**config.mk**
```make
export PLATFORM = sky130hd
export DESIGN_NAME = dual_hd44780_text_front_end
export DESIGN_NICKNAME = d
export VERILOG_FILES = /design/src/tfe_pkg.sv /design/src/dual_hd44780_text_front_end.sv /design/src/tfe_front.sv /design/src/tfe_queue.sv /design/src/tfe_back.sv
export SDC_FILE = /design/constraint.sdc
export NUM_CORES = 1
export LEC_CHECK = 0
export BUFFER_PORTS_ARGS = -buffer_cell sky130_fd_sc_hd__clkbuf_2
export CORE_ASPECT_RATIO = 0.7
export CORE_UTILIZATION = 45
export DETAILED_ROUTE_END_ITERATION = 6
export PLACE_DENSITY = 0.63
export SYNTH_ARGS = -nofsm -noshare
export SYNTH_HDL_FRONTEND = slang
export SYNTH_HIERARCHICAL = 1
export SYNTH_SLANG_ARGS = --single-unit
export TNS_END_PERCENT = 20
```
**constraint.sdc**
```tcl
create_clock -name clk -period 5.9 [get_ports clk]
set_input_delay 0.59 -clock clk [delete_from_list [all_inputs] [get_ports clk]]
set_output_delay 0.59 -clock clk [all_outputs]
set_load 0.01 [all_outputs]
```
**src/tfe_pkg.sv**
```systemverilog
// Package: shared types and constants of the dual HD44780 text front end.
`default_nettype none
package tfe_pkg;

	localparam int TFE_QUEUE_DEPTH = 4;

	localparam logic [7:0] CELL_END    = 8'd160;
	localparam logic [7:0] LINE1_START = 8'd40;
	localparam logic [7:0] LOWER_START = 8'd80;
	localparam logic [7:0] LINE3_START = 8'd120;
	localparam logic [7:0] LINE2_START = 8'd80;
	localparam logic [7:0] LAST_UPPER  = 8'd79;
	localparam logic [7:0] LINE1_OFFS  = 8'd24;
	localparam logic [7:0] LINE2_OFFS  = 8'd80;
	localparam logic [7:0] LINE3_OFFS  = 8'd56;
	localparam logic [5:0] LAST_COLUMN = 6'd39;

	localparam logic [7:0] CMD_SET_DDRAM  = 8'h80;
	localparam logic [7:0] CMD_LINE_ODD   = 8'hC0;
	localparam logic [7:0] CMD_SET_CGRAM  = 8'h40;
	localparam logic [7:0] CMD_FUNCTION   = 8'h38;
	localparam logic [7:0] CMD_DISPLAY_ON = 8'h0C;
	localparam logic [7:0] CMD_CLEAR      = 8'h01;
	localparam logic [7:0] CMD_HOME       = 8'h02;
	localparam logic [7:0] CHAR_SPACE     = 8'h20;

	localparam logic [1:0] WAIT_SHORT = 2'd0;
	localparam logic [1:0] WAIT_LONG  = 2'd1;
	localparam logic [1:0] WAIT_DATA  = 2'd2;

	localparam logic RS_CMD  = 1'b0;
	localparam logic RS_DATA = 1'b1;

	localparam logic [4:0] RUN_NONE     = 5'd0;
	localparam logic [4:0] RUN_ONE      = 5'd1;
	localparam logic [4:0] RUN_TWO      = 5'd2;
	localparam logic [4:0] RUN_BS       = 5'd3;
	localparam logic [4:0] RUN_BS_WRAP  = 5'd4;
	localparam logic [4:0] RUN_INIT     = 5'd10;
	localparam logic [4:0] RUN_GLYPH    = 5'd19;

	typedef enum logic [2:0] {
		OP_CHAR,
		OP_BACKSPACE,
		OP_RETURN,
		OP_SET_POS,
		OP_CLEAR,
		OP_HOME,
		OP_INIT,
		OP_GLYPH
	} tfe_op_t;

	typedef struct packed {
		tfe_op_t     operation;
		logic [7:0]  character_code;
		logic [1:0]  row;
		logic [5:0]  column;
		logic        display;
		logic [2:0]  glyph_index;
		logic [63:0] glyph_rows;
	} tfe_in_t;

	typedef struct packed {
		logic       controller_select;
		logic       register_select;
		logic [7:0] bus_byte;
		logic [1:0] wait_class;
		logic       last_of_run;
	} tfe_wr_t;

	typedef struct packed {
		tfe_op_t     op;
		logic [7:0]  code;
		logic [7:0]  pos;
		logic [1:0]  row;
		logic [5:0]  col;
		logic        disp;
		logic [2:0]  slot;
		logic [63:0] rows;
		logic [4:0]  count;
	} tfe_run_t;

	typedef struct packed {
		logic full;
		logic empty;
	} tfe_q_status_t;

endpackage
`default_nettype wire

```
**src/dual_hd44780_text_front_end.sv**
```systemverilog
// Top level: text front end for a 40x4 display driven by two HD44780 controllers.
// Each request on cmd is one text operation and becomes a run of 1 to 19 bus
// writes on bus, the final one flagged by last_of_run. The back end emits one
// bus write per clock while bus_stall is low. Writes per operation: a
// character takes 1 or 2, backspace 3 or 4, return 1 or 2, set position,
// clear and home 1, init 10 and a glyph definition 19. The front end takes a
// request every cycle and updates the cursor at once, while the run queue of
// QueueDepth entries has room; character at the end of the display and
// backspace at the start cause no writes and never enter the queue.
`default_nettype none
module dual_hd44780_text_front_end
	import tfe_pkg::*;
#(
	parameter int QueueDepth = TFE_QUEUE_DEPTH
) (
	input  wire logic    clk,
	input  wire logic    arst_n,
	input  wire logic    cmd_valid,
	output logic         cmd_stall,
	input  wire tfe_in_t cmd,
	output logic         bus_valid,
	input  wire logic    bus_stall,
	output tfe_wr_t      bus
);

	tfe_q_status_t q_status;
	tfe_run_t      push_run;
	tfe_run_t      head;
	logic          push;
	logic          pop;

	tfe_front u_front (
		.clk      (clk),
		.arst_n   (arst_n),
		.cmd_valid(cmd_valid),
		.cmd      (cmd),
		.cmd_stall(cmd_stall),
		.q_status (q_status),
		.push     (push),
		.push_run (push_run)
	);

	tfe_queue #(
		.QueueDepth(QueueDepth)
	) u_queue (
		.clk     (clk),
		.arst_n  (arst_n),
		.push    (push),
		.push_run(push_run),
		.pop     (pop),
		.status  (q_status),
		.head    (head)
	);

	tfe_back u_back (
		.clk      (clk),
		.arst_n   (arst_n),
		.q_status (q_status),
		.head     (head),
		.pop      (pop),
		.bus_valid(bus_valid),
		.bus_stall(bus_stall),
		.bus      (bus)
	);

endmodule
`default_nettype wire

```
**src/tfe_front.sv**
```systemverilog
// Front end: accepts requests, tracks the cursor and builds run descriptors.
`default_nettype none
module tfe_front
	import tfe_pkg::*;
(
	input  wire logic          clk,
	input  wire logic          arst_n,
	input  wire logic          cmd_valid,
	input  wire tfe_in_t       cmd,
	output logic               cmd_stall,
	input  wire tfe_q_status_t q_status,
	output logic               push,
	output tfe_run_t           push_run
);

	logic [7:0] cursor_q;
	logic [7:0] cursor_d;
	logic [7:0] pos;
	logic [1:0] line;
	logic [5:0] col_sat;
	logic [7:0] row_base;
	logic [4:0] count;
	logic       accept;

	assign cmd_stall = q_status.full;
	assign accept    = cmd_valid && !q_status.full;

	always_comb begin
		col_sat = (cmd.column > LAST_COLUMN) ? LAST_COLUMN : cmd.column;
		unique case (cmd.row)
			2'd0: row_base = 8'd0;
			2'd1: row_base = LINE1_START;
			2'd2: row_base = LINE2_START;
			default: row_base = LINE3_START;
		endcase
		if (cursor_q < LINE1_START) begin
			line = 2'd0;
		end else if (cursor_q < LOWER_START) begin
			line = 2'd1;
		end else if (cursor_q < LINE3_START) begin
			line = 2'd2;
		end else begin
			line = 2'd3;
		end
		pos      = cursor_q;
		cursor_d = cursor_q;
		count    = RUN_ONE;
		unique case (cmd.operation) inside
			OP_CHAR: begin
				if (cursor_q >= CELL_END) begin
					count = RUN_NONE;
				end else begin
					count    = (cursor_q == LAST_UPPER) ? RUN_TWO : RUN_ONE;
					cursor_d = cursor_q + 8'd1;
				end
			end
			OP_BACKSPACE: begin
				pos = cursor_q - 8'd1;
				if (cursor_q == 8'd0) begin
					count = RUN_NONE;
				end else begin
					count    = (cursor_q == LOWER_START) ? RUN_BS_WRAP : RUN_BS;
					cursor_d = cursor_q - 8'd1;
				end
			end
			OP_RETURN: begin
				unique case (line)
					2'd0: begin
						count    = RUN_TWO;
						cursor_d = LINE1_START;
					end
					2'd1: begin
						count    = RUN_TWO;
						cursor_d = LINE2_START;
					end
					2'd2: begin
						count    = RUN_TWO;
						cursor_d = LINE3_START;
					end
					default: count = RUN_ONE;
				endcase
			end
			OP_SET_POS: cursor_d = row_base + {2'b00, col_sat};
			OP_CLEAR, OP_HOME: count = RUN_ONE;
			OP_INIT: begin
				count    = RUN_INIT;
				cursor_d = 8'd0;
			end
			OP_GLYPH: count = RUN_GLYPH;
		endcase
	end

	always_comb begin
		push_run.op    = cmd.operation;
		push_run.code  = cmd.character_code;
		push_run.pos   = pos;
		push_run.row   = cmd.row;
		push_run.col   = col_sat;
		push_run.disp  = cmd.display;
		push_run.slot  = cmd.glyph_index;
		push_run.rows  = cmd.glyph_rows;
		push_run.count = count;
		push           = accept && (count != RUN_NONE);
	end

	always_ff @(posedge clk or negedge arst_n) begin
		if (!arst_n) begin
			cursor_q <= 8'd0;
		end else if (accept) begin
			cursor_q <= cursor_d;
		end
	end

endmodule
`default_nettype wire

```
**src/tfe_queue.sv**
```systemverilog
// Queue: short FIFO of run descriptors between the front and back ends.
`default_nettype none
module tfe_queue
	import tfe_pkg::*;
#(
	parameter int QueueDepth = TFE_QUEUE_DEPTH
) (
	input  wire logic     clk,
	input  wire logic     arst_n,
	input  wire logic     push,
	input  wire tfe_run_t push_run,
	input  wire logic     pop,
	output tfe_q_status_t status,
	output tfe_run_t      head
);

	localparam int PtrW = (QueueDepth > 1) ? $clog2(QueueDepth) : 1;
	localparam int CntW = $clog2(QueueDepth + 1);
	localparam logic [PtrW-1:0] PtrLast = PtrW'(QueueDepth - 1);
	localparam logic [CntW-1:0] CntFull = CntW'(QueueDepth);

	tfe_run_t        entry_q [QueueDepth];
	logic [PtrW-1:0] wr_ptr_q;
	logic [PtrW-1:0] rd_ptr_q;
	logic [CntW-1:0] fill_q;
	logic            do_push;
	logic            do_pop;

	assign status.full  = (fill_q == CntFull);
	assign status.empty = (fill_q == '0);
	assign head         = entry_q[rd_ptr_q];
	assign do_push      = push && !status.full;
	assign do_pop       = pop && !status.empty;

	always_ff @(posedge clk) begin
		if (do_push) begin
			entry_q[wr_ptr_q] <= push_run;
		end
	end

	always_ff @(posedge clk or negedge arst_n) begin
		if (!arst_n) begin
			wr_ptr_q <= '0;
			rd_ptr_q <= '0;
			fill_q   <= '0;
		end else begin
			if (do_push) begin
				wr_ptr_q <= (wr_ptr_q == PtrLast) ? '0 : wr_ptr_q + PtrW'(1);
			end
			if (do_pop) begin
				rd_ptr_q <= (rd_ptr_q == PtrLast) ? '0 : rd_ptr_q + PtrW'(1);
			end
			if (do_push && !do_pop) begin
				fill_q <= fill_q + CntW'(1);
			end else if (do_pop && !do_push) begin
				fill_q <= fill_q - CntW'(1);
			end
		end
	end

endmodule
`default_nettype wire

```
**src/tfe_back.sv**
```systemverilog
// Back end: steps through each run and emits one bus write per cycle while bus_stall is low.
`default_nettype none
module tfe_back
	import tfe_pkg::*;
(
	input  wire logic          clk,
	input  wire logic          arst_n,
	input  wire tfe_q_status_t q_status,
	input  wire tfe_run_t      head,
	output logic               pop,
	output logic               bus_valid,
	input  wire logic          bus_stall,
	output tfe_wr_t            bus
);

	logic [4:0] step_q;
	logic       bus_valid_q;
	tfe_wr_t    bus_q;
	tfe_wr_t    wr;
	logic       head_valid;
	logic       load;
	logic       last;
	logic [3:0] glyph_step;
	logic [2:0] init_step;
	logic [1:0] cell_line;

	function automatic tfe_wr_t cell_write(input logic [7:0] pos);
		tfe_wr_t    w;
		logic [7:0] addr;
		w.register_select = RS_CMD;
		w.wait_class      = WAIT_SHORT;
		w.last_of_run     = 1'b0;
		if (pos < LINE1_START) begin
			w.controller_select = 1'b0;
			addr                = pos;
		end else if (pos < LOWER_START) begin
			w.controller_select = 1'b0;
			addr                = pos + LINE1_OFFS;
		end else if (pos < LINE3_START) begin
			w.controller_select = 1'b1;
			addr                = pos - LINE2_OFFS;
		end else begin
			w.controller_select = 1'b1;
			addr                = pos - LINE3_OFFS;
		end
		w.bus_byte = addr | CMD_SET_DDRAM;
		return w;
	endfunction

	assign head_valid = !q_status.empty;
	assign load       = !bus_valid_q || !bus_stall;
	assign last       = (step_q == head.count - 5'd1);
	assign pop        = load && head_valid && last;
	assign glyph_step = 4'(step_q - 5'd2);
	assign init_step  = (step_q < 5'd5) ? step_q[2:0] : 3'(step_q - 5'd5);

	always_comb begin
		if (head.pos < LINE1_START) begin
			cell_line = 2'd0;
		end else if (head.pos < LOWER_START) begin
			cell_line = 2'd1;
		end else if (head.pos < LINE3_START) begin
			cell_line = 2'd2;
		end else begin
			cell_line = 2'd3;
		end
		wr                   = cell_write(head.pos);
		unique case (head.op) inside
			OP_CHAR: begin
				if (step_q == 5'd0) begin
					wr.controller_select = (head.pos >= LOWER_START);
					wr.register_select   = RS_DATA;
					wr.bus_byte          = head.code;
					wr.wait_class        = WAIT_DATA;
				end else begin
					wr.controller_select = 1'b1;
					wr.bus_byte          = CMD_SET_DDRAM;
				end
			end
			OP_BACKSPACE: begin
				if (step_q == 5'd1) begin
					wr.controller_select = (head.pos >= LOWER_START);
					wr.register_select   = RS_DATA;
					wr.bus_byte          = CHAR_SPACE;
					wr.wait_class        = WAIT_DATA;
				end else if (step_q == 5'd2 && !last) begin
					wr.controller_select = 1'b1;
					wr.bus_byte          = CMD_SET_DDRAM;
				end
			end
			OP_RETURN: begin
				if (step_q != 5'd0) begin
					wr.controller_select = (cell_line != 2'd0);
					wr.bus_byte = cell_line[0] ? CMD_SET_DDRAM : CMD_LINE_ODD;
				end
			end
			OP_SET_POS: begin
				wr.controller_select = head.row[1];
				wr.bus_byte          = {1'b1, head.row[0], head.col};
			end
			OP_CLEAR, OP_HOME: begin
				wr.controller_select = head.disp;
				wr.bus_byte   = (head.op == OP_CLEAR) ? CMD_CLEAR : CMD_HOME;
				wr.wait_class = WAIT_LONG;
			end
			OP_INIT: begin
				wr.controller_select = (step_q >= 5'd5);
				case (init_step) inside
					3'd0, 3'd1: wr.bus_byte = CMD_FUNCTION;
					3'd2: wr.bus_byte = CMD_DISPLAY_ON;
					3'd3: begin
						wr.bus_byte   = CMD_CLEAR;
						wr.wait_class = WAIT_LONG;
					end
					default: begin
						wr.bus_byte   = CMD_HOME;
						wr.wait_class = WAIT_LONG;
					end
				endcase
			end
			OP_GLYPH: begin
				if (step_q < 5'd2) begin
					wr.controller_select = step_q[0];
					wr.bus_byte          = {2'b01, head.slot, 3'b000};
				end else if (step_q < 5'd18) begin
					wr.controller_select = glyph_step[0];
					wr.register_select   = RS_DATA;
					wr.bus_byte          = head.rows[glyph_step[3:1]*8 +: 8];
					wr.wait_class        = WAIT_DATA;
				end
			end
		endcase
		wr.last_of_run = last;
	end

	always_ff @(posedge clk) begin
		if (load && head_valid) begin
			bus_q <= wr;
		end
	end

	always_ff @(posedge clk or negedge arst_n) begin
		if (!arst_n) begin
			bus_valid_q <= 1'b0;
			step_q      <= 5'd0;
		end else if (load) begin
			bus_valid_q <= head_valid;
			if (head_valid) begin
				step_q <= last ? 5'd0 : step_q + 5'd1;
			end
		end
	end

	assign bus_valid = bus_valid_q;
	assign bus       = bus_q;

endmodule
`default_nettype wire

```
==> metrics.yaml, run 1 <==
outcome: "completed"
p_leak_nw: 7.09
p_comb_frac: 0.331
yosysSeqAreaShare: 0.662
avgViaCountPerCell: 5.87
post_cts_buffers: 0
worstPathArrival_ns: 4.18
r2r_slack_ns: 2.15
period_share: 0.636
timing.clock.skew_ns: 0.0207
ant_nets: 0
layout-drive-gt1-share: 0.253
first_pass_iters: 5
crit_type: "flip-flop to flip-flop"
place_worst_setup_slack_ns: 2.17
syn-num-nets: 1272
fin_util: 0.499
wirelength_mm: 41.0
p_sw_w: 0.00354
synth_edf_count: 413
setup_tns_ns: 0
rsz0062_at_grt: "no"
root_buffer: "clkbuf_16"
p_clk_frac: 0.242
cp-start-kind: "flip-flop"
fin_cells: 1748
clock_latency_ns: 0.55
grt_overflow: 0
grt_max_degree: 101
htree_levels: 2
num_vias: 10300
die-area_mm2: 0.0442
cp_top_family: "multiplexers"
period_needed_ns: 3.75
hold_path_class: "primary input to async pin"
r2r_end: "u_queue/fill_q[1]"
intPower_w: 0.00704
setup_ws_ns: 2.15
grt_pass1_vias: 10100
synth.avg_cell_area_um2: 17.0
gp_congestion: 0.923
drt_iter0_markers: 952
postSynthCellCount: 1149
antenna_found_initial: 3
ys_warn_count: 6
detail_route.wl_per_cell_um: 23.5
synthDistinctLibCells: 87
ys.flop_type: "edfxtp_1"
crit_path_cell_trace: "mux4_2, inv_1, ha_1, and4bb_2, o211ai_1, a311o_1, nor2_1, o31ai_2, ha_1, inv_1, fa_1, mux2_2"
max_freq_mhz: 267
drv_slew: 0
fp.dieW_um: 251
synth_area_mm2: 0.0195
tightest_slew_ns: 1.18
synth-async-reset-ratio: 0.0484
yosys.area.top_type: "edfxtp_1"
grt_pass1_wl_mm: 62.4
irDropWorstVdd_v: 0.000278
num_antenna_cells: 0
dpl.cell_count: 1673
seqPwrFrac: 0.427
end_kind: "flip-flop"
critPathRequiredTime_ns: 6.33
cts_sinks: 434
yosys_register_bits: 434
swShare: 0.334
clk_pin_slew_ns: 0.07
cts_buffers: 41
r2r_cells: 12
worst_r2r_startpoint: "u_queue/rd_ptr_q[0]"
finalHoldViolCount: 0
post-dp-hpwl_mm: 26.4
cts_hold_buf: 0
startpoint: "u_queue/rd_ptr_q[0]"
max_stage_delay_ns: 0.66
io_buffers: 105
num_rows: 63
cts_tree: "done"
synth.area.top_cells: "edfxtp_1, mux4_2, buf_4"
clk_path_buf_depth: 3
crit_buf_inv: 2
setup_violations: 0
core_mm2: 0.0426
yosysTopAreaCellShare: 0.635
crit_path_top_delay_cell: "dfrtp_4"
timing.max_slew.rel_slack: 0.213
critical_path_peak_fanout: 17
io_pins: 106
nets: 1287
initial_core_util: 0.459
pwr_density_cell_mw_per_mm2: 498
route.detailed.drc: 0
grt_usage: 0.188
cts_resized: 0
maxCapViolations: 0
dieHeight_um: 176
area_delta_synth_final_pct: 8.78
-- metal layers --
| layer | wire, um | global-route usage | vias up |
|---|---|---|---|
| li1 | - | - | 4536 |
| met1 | 19000 | 0.288 | 5271 |
| met2 | 17900 | 0.269 | 373 |
| met3 | 3150 | 0.0407 | 69 |
| met4 | 1020 | 0.0541 | 6 |
| met5 | 36 | 0 | - |
-- power groups by stage --
stage	clock, W	sequential, W	combinational (W)
after floorplan	0	0.00439	0.00269
after detailed placement	0	0.00459	0.00350
after global routing	0.00273	0.00458	0.00380
final	0.00256	0.00452	0.00350
after CTS	0.00262	0.00452	0.00352
after global placement	0	0.00457	0.00347
-- Yosys cell counts (19+ instances only) --
library cell / count
ha_1: 30
nand2_1: 48
a21oi_1: 31
clkbuf_1: 24
inv_1: 32
nor2_1: 39
mux4_2: 101
edfxtp_1: 413
nor3_1: 19
nand3_1: 21
o21ai_0: 43
dfrtp_1: 21
buf_4: 84
-- worst register-to-register path: cells and delay by family (launching register included) --
family                     cells  cell delay [ns]
buffers and inverters          2             0.15
muxes                          2             0.87
adders and majority gates      3             0.83
DFF                            1             0.66
AOI/OAI and AO/OA              3             0.70
and+or+nand+nor                2             0.43
-- stage by stage --
stage	hold WS (ns)	instance area (um^2)	power [W]
after floorplan	0.294	19500	0.00708
after global placement	0.536	19900	0.00804
after detailed placement	0.532	19900	0.00808
after CTS	0.0471	21200	0.0107
after global routing	0.0734	21200	0.0111
final	0.0497	21200	0.0106
-- cell usage in the layout, fill, tap and decap left out, types with 6 or more instances in the layout --
| cell | synthesis | final |
|---|---|---|
| edfxtp_1 | 413 | 413 |
| clkbuf_2 | 0 | 105 |
| mux4_2 | 101 | 101 |
| nand2_1 | 48 | 48 |
| o21ai_0 | 43 | 43 |
| clkbuf_16 | 0 | 42 |
| nor2_1 | 39 | 38 |
| inv_1 | 32 | 32 |
| a21oi_1 | 31 | 31 |
| ha_1 | 30 | 30 |
| nand3_1 | 21 | 21 |
| nor3_1 | 19 | 19 |
| dfrtp_1 | 21 | 19 |
| nand2b_1 | 16 | 16 |
| clkinv_1 | 3 | 14 |
| xnor2_1 | 14 | 14 |
| mux4_1 | 14 | 14 |
| clkbuf_1 | 24 | 10 |
| a31oi_1 | 9 | 9 |
| nor2b_1 | 7 | 7 |
| a211oi_1 | 7 | 7 |
| a211o_1 | 6 | 6 |
| mux2_2 | 6 | 6 |
| o22ai_1 | 6 | 6 |
| nand4_1 | 6 | 6 |
| buf_12 | 0 | 6 |
-- kinds of logic (layout without fill, tap and decap cells) --
logic type | Yosys count | count (layout) | synth area share
flops | 434 | 434 | 0.662
simple gates | 197 | 197 | 0.0531
buf+inv | 177 | 224 | 0.0563
compound gates | 163 | 163 | 0.0567
mux | 126 | 126 | 0.141
fa+ha+maj | 33 | 33 | 0.0218
xor+xnor | 19 | 19 | 0.00853
-- cell type report --
cell class	instances	area, um^2
Timing Repair Buffer	113	661
Clock inverter	23	211
Tap cell	552	691
Fill cell	3467	21300
Multi-Input combinational cell	538	5510
Sequential cell	434	12900
Clock buffer	52	1090
Inverter	36	138
-- how the worst max path moves through the flow --
stage | end | cells after the start | slack, ns
global placement | u_queue/fill_q[1] | 12 | 2.18
detailed placement | u_queue/fill_q[1] | 12 | 2.17
CTS | u_queue/fill_q[1] | 12 | 2.14
finish | u_queue/fill_q[1] | 12 | 2.15
global route | u_queue/fill_q[2] | 14 | 1.87
floorplan | u_queue/entry_q[3][0] | 8 | 1.56
-- registers in the layout (all words and copies together), names as in the netlist --
name              cells
u_queue/entry_q     400
u_back/bus           13
u_front/cursor_q      8
u_back/step_q         5
u_queue/fill_q        3
u_queue/rd_ptr_q      2
u_queue/wr_ptr_q      2
u_back/bus_valid      1
Power figures use the tool's default switching activity.
==> run 2: changes to the inputs <==
Clock period 5.9 ns to 3.3 ns, I/O delays scaled along.
==> run 2 against run 1 <==
Wire length increased by 5.7%. Via count is 4.9% higher. Flip-flop and latch count stayed put. Critical path type unchanged. Critical endpoint is now u_back/bus[12]. Largest cell class unchanged.
==> metrics.yaml, run 2 (synthesis results as in run 1) <==
cts_tree: "done"
nets: 1401
timing.max_slew.rel_slack: 0.564
outcome: "completed"
grt_usage: 0.196
worstHoldEndpoint: "u_queue/entry_q[3][48]"
layout-drive-gt1-share: 0.287
worstPathArrival_ns: 3.48
crit_path_top_delay_cell: "mux4_2"
r2r_end: "u_back/bus[12]"
clock_latency_ns: 0.55
period_share: 0.975
post_dp_cell_area_mm2: 0.0204
gp_congestion: 0.917
setup_violations: 0
r2r_slack_ns: 0.08
seqPwrFrac: 0.393
drt_iter0_markers: 960
core_mm2: 0.0426
fin_area_mm2: 0.0224
crit_type: "flip-flop to flip-flop"
r2r_cells: 12
crit_buf_inv: 4
p_comb_frac: 0.361
num_rows: 63
io_pins: 106
end_kind: "flip-flop"
fin_util: 0.527
p_clk_frac: 0.245
irDropWorstVdd_v: 0.000422
cts_buffers: 42
num_vias: 10800
grt_pass1_wl_mm: 65.0
initial_core_util: 0.459
avgViaCountPerCell: 5.78
clk_pin_slew_ns: 0.06
intPower_w: 0.0134
min_delay_path_depth: 1
detail_route.wl_per_cell_um: 23.3
tightest_slew_ns: 0.652
top_register: "u_queue/entry_q"
grt_pass1_vias: 10500
wirelength_mm: 43.4
crit_path_cell_trace: "buf_12, buf_6, mux4_2, buf_4, inv_1, ha_1, nor2b_1, nor2_1, o21ai_0, a2111oi_1, and3_1, a31oi_1"
swShare: 0.330
dieHeight_um: 176
cts_sinks: 434
min-delay-start: "cmd[43]"
period_needed_ns: 3.22
final_common_cell: "edfxtp_1"
hold_path_class: "primary input to flip-flop"
first_pass_iters: 7
largest_reg_flops: 400
grt_max_degree: 70
grt_overflow: 0
p_sw_w: 0.00656
p_leak_nw: 7.69
root_buffer: "clkbuf_16"
cp-start-kind: "flip-flop"
area_delta_synth_final_pct: 14.9
io_buffers: 105
timing.clock.skew_ns: 0.0314
htree_levels: 2
clk_path_buf_depth: 3
die-area_mm2: 0.0442
critical_path_peak_fanout: 9
ant_nets: 0
antenna_found_initial: 2
finalHoldViolCount: 0
post-dp-hpwl_mm: 28.5
maxCapViolations: 0
drv_slew: 0
critPathRequiredTime_ns: 3.56
fp.dieW_um: 251
final_cell_mix: "edfxtp_1, clkbuf_2, mux4_2, buf_4, dlygate4sd3_1"
max_stage_delay_ns: 0.55
max_freq_mhz: 311
num_antenna_cells: 0
pwr_density_cell_mw_per_mm2: 888
worst_r2r_startpoint: "u_queue/rd_ptr_q[0]"
cp_top_family: "compound AO/OA/AOI/OAI gates"
route.detailed.drc: 0
==> run 2: cell count changes in the layout (fill, tap and decap cells not counted), sizes merged <==
cell / change
buf: +62
dlygate4sd3: +50
bufinv: +3
clkinv: -3
clkinvlp: +1
inv: -1
==> run 2: worst max-delay path by stage <==
stage                     slack (ns)                 from                     to  cells past startpoint
final                           0.08  u_queue/rd_ptr_q[0]         u_back/bus[12]                     12
after global routing           -0.04  u_queue/rd_ptr_q[0]      u_queue/fill_q[1]                     12
after CTS                      0.004  u_queue/rd_ptr_q[0]      u_queue/fill_q[1]                     12
after detailed placement        0.03  u_queue/rd_ptr_q[0]          u_back/bus[9]                      9
after global placement          0.05  u_queue/rd_ptr_q[0]      u_queue/fill_q[1]                     12
after floorplan                -1.00  u_front/cursor_q[0]  u_queue/entry_q[0][0]                      8
==> run 2: area by class of cell <==
type,count,area (um^2)
fill,3349,20100
sequential,434,12900
multi-input combinational,538,5520
timing repair buffer,226,1750
clock buffer,51,1090
tap,552,691
clock inverter,23,290
inverter,36,138
==> run 2: power by group through the flow <==
stage	Clock (W)	Combinational, W	Sequential [W]
final	0.00489	0.00719	0.00784
after global routing	0.00516	0.00773	0.00793
after CTS	0.00499	0.00706	0.00784
after detailed placement	0	0.00697	0.00795
after global placement	0	0.00693	0.00792
after floorplan	0	0.00481	0.00785
==> run 2: metrics by stage <==
stage          hold slack (ns)  power (W)  setup slack (ns)  instances  TNS (ns)
3_3_place_gp             0.397     0.0149            0.0507       1730         0
2_1_floorplan           0.0344     0.0127             -1.00       1149   -301.14
6_report                0.0188     0.0199            0.0810       1860         0
4_1_cts               0.000448     0.0199           0.00424       1854         0
5_1_grt                 0.0130     0.0208           -0.0418       1860   -0.0625
3_5_place_dp             0.392     0.0149            0.0282       1730         0
==> run 2: metal layers <==
metal	up-vias	track usage	part of all wire
li1	4765	-	-
met2	392	0.287	0.45
met4	0	0.0399	0.015
met3	55	0.0329	0.064
met1	5547	0.308	0.47
met5	-	0	0
==> run 2: what timing repair did <==
action,CTS,global route
hold buffers,50,0
resized for setup,0,7
setup buffers,0,5
endpoints found under the setup margin,0,3
endpoints found under the hold margin,214,0
